--- src/sv/pph_pkg.sv ---
package pph_pkg;

    // Command codes carried in s_axis_tuser.
    localparam logic [1:0] CMD_POINT = 2'd0;
    localparam logic [1:0] CMD_READ  = 2'd1;
    localparam logic [1:0] CMD_CLEAR = 2'd2;

    // Configuration register indexes.
    localparam logic [2:0] CFG_BOX_X_LOW  = 3'd0;
    localparam logic [2:0] CFG_BOX_X_HIGH = 3'd1;
    localparam logic [2:0] CFG_BOX_Y_LOW  = 3'd2;
    localparam logic [2:0] CFG_BOX_Y_HIGH = 3'd3;
    localparam logic [2:0] CFG_BOX_Z_LOW  = 3'd4;
    localparam logic [2:0] CFG_BOX_Z_HIGH = 3'd5;
    localparam logic [2:0] CFG_NORMAL     = 3'd6;
    localparam logic [2:0] CFG_OFFSET     = 3'd7;

    localparam int CMD_BITS       = 2;
    localparam int CFG_IDX_BITS   = 3;
    localparam int CFG_DATA_BITS  = 51;
    localparam int COORD_BITS     = 32;
    localparam int NORM_BITS      = 16;
    localparam int NORMAL_BITS    = 3 * NORM_BITS;
    localparam int OFFSET_BITS    = 51;
    localparam int PROD_BITS      = COORD_BITS + NORM_BITS;
    localparam int ACC_BITS       = 52;
    localparam int FRAC_DROP      = 14;
    localparam int DIST_FULL_BITS = ACC_BITS - FRAC_DROP;
    localparam int SEL_BITS       = 5;
    localparam int DIST_OUT_BITS  = 24;
    localparam int CNT_OUT_BITS   = 24;
    localparam int SUM_BITS       = 40;
    localparam int S_TDATA_BITS   = 104;
    localparam int M_TDATA_BITS   = 120;

    localparam int BIN_COUNT_DEF  = 30;
    localparam int BIN_WIDTH_DEF  = 655;
    localparam int COUNT_BITS_DEF = 24;

    typedef struct packed {
        logic signed [COORD_BITS-1:0]  x_low;
        logic signed [COORD_BITS-1:0]  x_high;
        logic signed [COORD_BITS-1:0]  y_low;
        logic signed [COORD_BITS-1:0]  y_high;
        logic signed [COORD_BITS-1:0]  z_low;
        logic signed [COORD_BITS-1:0]  z_high;
        logic [NORMAL_BITS-1:0]        normal;
        logic signed [OFFSET_BITS-1:0] offset;
    } t_cfg;

    // Control of one item as it leaves the front pipeline.
    typedef struct packed {
        logic                valid;
        logic [CMD_BITS-1:0] cmd;
        logic                in_box;
        logic                near;
        logic                hit;
    } t_ctl;

endpackage

--- src/sv/pph_ram.sv ---
module pph_ram #(
    parameter int  DEPTH     = 30,
    parameter int  DATA_BITS = 24,
    localparam int ADDR_BITS = $clog2(DEPTH)
) (
    input  logic                 i_clk,
    input  logic                 i_en,
    input  logic [ADDR_BITS-1:0] i_rd_addr,
    output logic [DATA_BITS-1:0] o_rd_data,
    input  logic                 i_wr_en,
    input  logic [ADDR_BITS-1:0] i_wr_addr,
    input  logic [DATA_BITS-1:0] i_wr_data
);

    logic [DATA_BITS-1:0] r_mem [DEPTH];
    logic [DATA_BITS-1:0] r_rd_data;

    always_ff @(posedge i_clk) begin
        if (i_en) begin
            r_rd_data <= r_mem[i_rd_addr];
        end
        if (i_wr_en) begin
            r_mem[i_wr_addr] <= i_wr_data;
        end
    end

    assign o_rd_data = r_rd_data;

endmodule

--- src/sv/pph_update.sv ---
module pph_update #(
    parameter int  BIN_COUNT  = pph_pkg::BIN_COUNT_DEF,
    parameter int  BIN_WIDTH  = pph_pkg::BIN_WIDTH_DEF,
    parameter int  COUNT_BITS = pph_pkg::COUNT_BITS_DEF,
    localparam int ADDR_BITS  = $clog2(BIN_COUNT),
    localparam int NEAR_BITS  = $clog2(BIN_COUNT * BIN_WIDTH)
) (
    input  logic                                 i_clk,
    input  logic                                 i_rst_n,
    input  logic                                 i_en,
    input  pph_pkg::t_ctl                        i_ctl,
    input  logic [ADDR_BITS-1:0]                 i_addr,
    input  logic [pph_pkg::SEL_BITS-1:0]         i_bin,
    input  logic [pph_pkg::DIST_OUT_BITS-1:0]    i_dist,
    input  logic [NEAR_BITS-1:0]                 i_near_dist,
    output logic                                 o_valid,
    output logic [pph_pkg::M_TDATA_BITS-1:0]     o_data
);

    localparam int SB = pph_pkg::SUM_BITS;
    localparam int CO = pph_pkg::CNT_OUT_BITS;

    pph_pkg::t_ctl                       r_u_ctl;
    logic [ADDR_BITS-1:0]                r_u_addr;
    logic [pph_pkg::SEL_BITS-1:0]        r_u_bin;
    logic [pph_pkg::DIST_OUT_BITS-1:0]   r_u_dist;
    logic [NEAR_BITS-1:0]                r_u_d;

    logic [BIN_COUNT-1:0]                r_hvalid;
    logic                                r_lw_valid;
    logic [ADDR_BITS-1:0]                r_lw_addr;
    logic [COUNT_BITS-1:0]               r_lw_data;
    logic [COUNT_BITS-1:0]               r_near;
    logic [SB-1:0]                       r_sum;

    logic [COUNT_BITS-1:0]               n_near;
    logic [SB-1:0]                       n_sum;

    logic [COUNT_BITS-1:0]               w_rd_data;
    logic                                w_fwd;
    logic [COUNT_BITS-1:0]               w_old;
    logic [COUNT_BITS-1:0]               w_cnt_inc;
    logic                                w_upd;
    logic                                w_clr;
    logic [SB:0]                         w_sum_add;
    logic [COUNT_BITS-1:0]               w_bin_count;
    logic [COUNT_BITS+CO-1:0]            w_cnt_ext;
    logic [COUNT_BITS+CO-1:0]            w_near_ext;

    // The bin is read while the item sits one stage earlier; data arrives here.
    pph_ram #(
        .DEPTH     (BIN_COUNT),
        .DATA_BITS (COUNT_BITS)
    ) u_ram (
        .i_clk     (i_clk),
        .i_en      (i_en),
        .i_rd_addr (i_addr),
        .o_rd_data (w_rd_data),
        .i_wr_en   (i_en && w_upd),
        .i_wr_addr (r_u_addr),
        .i_wr_data (w_cnt_inc)
    );

    // The write of the previous item lands on the same edge as this item's
    // read, so the RAM returns the old count; take the forwarded one instead.
    // Bins not written since the last clear read as zero.
    assign w_fwd = r_lw_valid && (r_lw_addr == r_u_addr);
    assign w_old = w_fwd ? r_lw_data : (r_hvalid[r_u_addr] ? w_rd_data : '0);

    assign w_upd     = r_u_ctl.valid && (r_u_ctl.cmd == pph_pkg::CMD_POINT) && r_u_ctl.near;
    assign w_clr     = r_u_ctl.valid && (r_u_ctl.cmd == pph_pkg::CMD_CLEAR);
    assign w_cnt_inc = (&w_old) ? w_old : w_old + 1'b1;
    assign w_sum_add = {1'b0, r_sum} + (SB + 1)'(r_u_d);

    always_comb begin
        if (w_clr) begin
            n_near = '0;
            n_sum  = '0;
        end else if (w_upd) begin
            n_near = (&r_near) ? r_near : r_near + 1'b1;
            n_sum  = w_sum_add[SB] ? '1 : w_sum_add[SB-1:0];
        end else begin
            n_near = r_near;
            n_sum  = r_sum;
        end
    end

    always_comb begin
        if (w_upd) begin
            w_bin_count = w_cnt_inc;
        end else if ((r_u_ctl.cmd == pph_pkg::CMD_READ) && r_u_ctl.hit) begin
            w_bin_count = w_old;
        end else begin
            w_bin_count = '0;
        end
    end

    always_ff @(posedge i_clk) begin
        if (!i_rst_n) begin
            r_u_ctl    <= '0;
            r_hvalid   <= '0;
            r_lw_valid <= 1'b0;
            r_near     <= '0;
            r_sum      <= '0;
        end else if (i_en) begin
            r_u_ctl    <= i_ctl;
            r_lw_valid <= w_upd;
            r_near     <= n_near;
            r_sum      <= n_sum;
            if (w_clr) begin
                r_hvalid <= '0;
            end else if (w_upd) begin
                r_hvalid[r_u_addr] <= 1'b1;
            end
        end
    end

    always_ff @(posedge i_clk) begin
        if (i_en) begin
            r_u_addr  <= i_addr;
            r_u_bin   <= i_bin;
            r_u_dist  <= i_dist;
            r_u_d     <= i_near_dist;
            r_lw_addr <= r_u_addr;
            r_lw_data <= w_cnt_inc;
        end
    end

    assign w_cnt_ext  = {{CO{1'b0}}, w_bin_count};
    assign w_near_ext = {{CO{1'b0}}, n_near};

    assign o_valid = r_u_ctl.valid;
    assign o_data  = {1'b0, n_sum, w_near_ext[CO-1:0], w_cnt_ext[CO-1:0], r_u_bin,
                      r_u_dist, r_u_ctl.near, r_u_ctl.in_box};

endmodule

--- config.mk ---
export PLATFORM = sky130hd
export DESIGN_NAME = pph_update
export DESIGN_NICKNAME = d
export VERILOG_FILES = /design/src/sv/pph_pkg.sv /design/src/sv/pph_ram.sv /design/src/sv/pph_update.sv
export SDC_FILE = /design/constraint.sdc
export NUM_CORES = 1
export LEC_CHECK = 0
export ABC_AREA = 1
export BUFFER_PORTS_ARGS = -buffer_cell sky130_fd_sc_hd__buf_2
export CAP_MARGIN = 10
export CORE_MARGIN = 5
export CORE_UTILIZATION = 30
export CTS_CLUSTER_DIAMETER = 100
export CTS_CLUSTER_SIZE = 12
export DETAILED_ROUTE_END_ITERATION = 10
export HOLD_SLACK_MARGIN = 0.08
export PLACE_DENSITY = 0.44
export RECOVER_POWER = 50
export SYNTH_ARGS = -nofsm -noshare
export SYNTH_HDL_FRONTEND = slang
export SYNTH_HIERARCHICAL = 1
export SYNTH_SLANG_ARGS = --single-unit
--- constraint.sdc ---
create_clock -name i_clk -period 8.03 [get_ports i_clk]
set_input_delay 0 -clock i_clk [delete_from_list [all_inputs] [get_ports i_clk]]
set_output_delay 0 -clock i_clk [all_outputs]
set_load 0.01 [all_outputs]
==> reports/results.txt <==
via count of the first global-routing pass -> 27989
core area -> 0.135 mm2
FF-to-FF path depth -> 8
FP Rows -> 135
worst reg2reg setup slack -> 2.11 ns
GRT Util Overall -> 17.0%
clock slew at reported path FFs -> 0.06 ns
first-pass GRT wire length -> 185 mm
main area contributors after synthesis -> edfxtp_1 61%, nand2_1 13%, nand3_1 7.4%
Routability Congestion -> 0.846
failing checks -> capacitance limit, slew limit
Static Leak -> 18.3 nW
critical path arrival -> 7.03 ns
initial antenna violation count -> 1
RSZ-0062 raised after global routing -> no
Final Max Slew Viols -> 947
layout cells sized above 1 -> 8.26%
H-tree depth -> 3
max_slew headroom -> -221%
Setup TNS -> 0 ns
register area share after synthesis -> 65.5%
Routed Antenna Nets -> 0
Worst IR Drop VDD -> 0.000152 V
Final Hold Fails -> 0
Non-Filler Instances -> 6041
Synth cell types -> 47
WL/cell -> 20.7 um
hold path depth -> 5
Min-Delay Path Class -> in2reg
Post-synth EDFFs -> 822
clock tree buffer depth -> 3
Yosys top cell by area -> edfxtp_1
Final Cycle Share -> 84.4%
Min Clock Period, post-route -> 6.77 ns
drt drc -> 0
Maximum Capacitance Violations -> 16
syn_area_per_cell -> 10.1 um2
Peak Freq -> 148 MHz
cts bufs inserted -> 87
worst path bufs/invs -> 3
Sink Count -> 923
Cell Area, Synth -> 0.0408 mm2
Clk pwr share -> 39.1%
largest net degree at the start of global routing -> 195
first-pass detailed-route iteration total -> 5
placed cell count -> 5821
die height -> 379 um
antenna fix cells -> 0
gr ovfl total -> 0
ys flop type -> edfxtp_1
outcome -> finished with violations
Critical Path Sink Type -> flop
area grow syn2layout -> 14.0%
max incr delay on CP -> 3.35 ns
Vias -> 29014
asr flop ratio synth -> 0%
worst-skew pair later-pin latency -> 0.67 ns
Sw Ratio -> 23.5%
Mapped Nets -> 4109
power per cell area -> 209 mW/mm2
Nets -> 4313
CTS root buf -> clkbuf_16
CTS tree -> built
drt total wl -> 125 mm
Worst Max-Slew Pin Slew -> 4.81 ns
DPL Wire Length -> 70.0 mm
worst setup path category -> in2reg
WP depth -> 6
worst-path maximum fanout -> 99
port bufs -> 177
I/O pins -> 179
post-synth top area share -> 60.5%
cell count after synthesis -> 4033
Crit-path slowest cell -> clkbuf_1
WHS -> 0.163 ns
setup violators final -> 0
CP startpoint kind -> input port
die width -> 379 um
Seq pwr share -> 54.3%
Psw -> 2.28 mW
Comb pwr share -> 6.6%
Pint -> 7.43 mW
#FFs+latches synth -> 923
synth warn -> 6
family with the most delay on the worst path -> buffers and inverters
Clock Skew -> 0.0401 ns
Starting Density -> 30.1%
Vias per Instance -> 4.80
Critical Path RT -> 8.29 ns
crit-path cells -> dlygate4sd3_1 > clkbuf_1 > inv_1 > nor2_1 > nand3_1 > nor2_2
die area -> 0.143 mm2
DRT iter0 DRCs -> 2168
==> flip-flops by register name, indices dropped and copies added, names as in the netlist, 3 cells and up <==
name / cells
u_ram/r_mem: 720
r_sum: 40
r_hvalid: 30
r_lw_data: 24
r_near: 24
r_u_dist: 24
u_ram/o_rd_data: 24
r_u_d: 15
r_lw_addr: 5
r_u_addr: 5
r_u_bin: 5
r_u_ctl: 3
==> synthesized netlist by cell type, types with 14 or more instances <==
cell         n
dfxtp_1    101
nand3_2     14
xor2_1      20
o21ai_0    113
buf_2       89
inv_1      220
a21oi_1    120
nor2_1     194
nand4_1     25
nand2_2     29
nor3_1      34
buf_4       23
ha_1        17
nand2_1   1419
buf_6       27
nand3_1    599
clkbuf_1    57
edfxtp_1   822
o21ai_1     17
==> final timing paths <==
path / to / start
min reg2reg: r_hvalid[6] / r_hvalid[6]
max reg2reg: r_sum[6] / o_data[1]
min: u_ram/o_rd_data[15] / i_addr[2]
max: u_ram/r_mem[14][19] / i_en
==> timing repair <==
action	4_1_cts	5_1_grt
resized for setup	0	0
buffers inserted	0	0
endpoints found under the hold margin	155	0
hold buffers	107	0
==> power by group through the flow <==
stage               clock (mW)  sequential, mW  combinational [mW]
floorplan                    0            5.36               0.396
global placement             0            5.37               0.610
detailed placement           0            5.37               0.610
CTS                       3.91            5.27               0.654
global route              4.10            5.27               0.716
finish                    3.80            5.27               0.645
==> worst min-delay path, delay by kind of cell <==
| kind | cells | cell delay [ns] |
|---|---|---|
| buf+inv | 1 | 0.28 |
| simple gates | 4 | 0.33 |
==> kinds of logic after synthesis <==
| logic type | count (synthesis) | synth area share, % |
|---|---|---|
| flip-flops | 923 | 65.5 |
| XOR/XNOR | 28 | 0.601 |
| AO/OA/AOI/OAI | 277 | 3.60 |
| other | 1 | 0.00920 |
| adder cells (fa/ha/maj) | 18 | 0.571 |
| buffers and inverters | 441 | 5.17 |
| AND/OR/NAND/NOR | 2345 | 24.6 |
==> cells in the final DEF (no fill, tap or decap), types with 4 or more instances in the layout <==
cell,instances
a21oi_1,120
buf_2,119
buf_4,20
clkbuf_1,80
clkbuf_16,87
clkbuf_2,15
dfxtp_1,101
dlygate4sd3_1,107
edfxtp_1,822
ha_1,17
inv_1,217
inv_2,8
inv_6,5
nand2_1,1419
nand2_2,29
nand3_1,599
nand3_2,14
nand3_4,7
nand3b_1,5
nand4_1,25
nor2_1,169
nor2_2,6
nor2_4,28
nor3_1,34
nor4_1,4
o21ai_0,112
o21ai_1,18
o21bai_1,5
o221ai_1,11
xnor2_1,8
xor2_1,20
==> final cells by class <==
class	instances	area, um2
timing repair buffer	326	2160
inverter	230	886
multi-input combinational	2669	12100
clock inverter	7	126
tap	1781	2230
sequential	923	26700
fill	13719	88800
clock buffer	105	2250
==> per-layer routing <==
metal	wire length [um]	share of wire [%]	GRT usage, %	up-vias
li1	-	-	-	14060
met3	5270	4.2	2.19	152
met1	58400	47	24.0	14260
met2	58400	47	27.9	542
met4	2800	2.2	4.04	0
met5	0	0	0	-
==> through the flow <==
step                setup WS [ns]  util [%]  area, um2  power, mW
finish                       1.26      34.4      46500       9.71
detailed placement           2.47      32.0      43300       5.98
CTS                          1.75      34.5      46700       9.83
global route                0.728      34.4      46500       10.1
global placement             2.48      32.0      43300       5.98
floorplan                    4.83         -      40800       5.75
(Power assumes the default switching activity.)
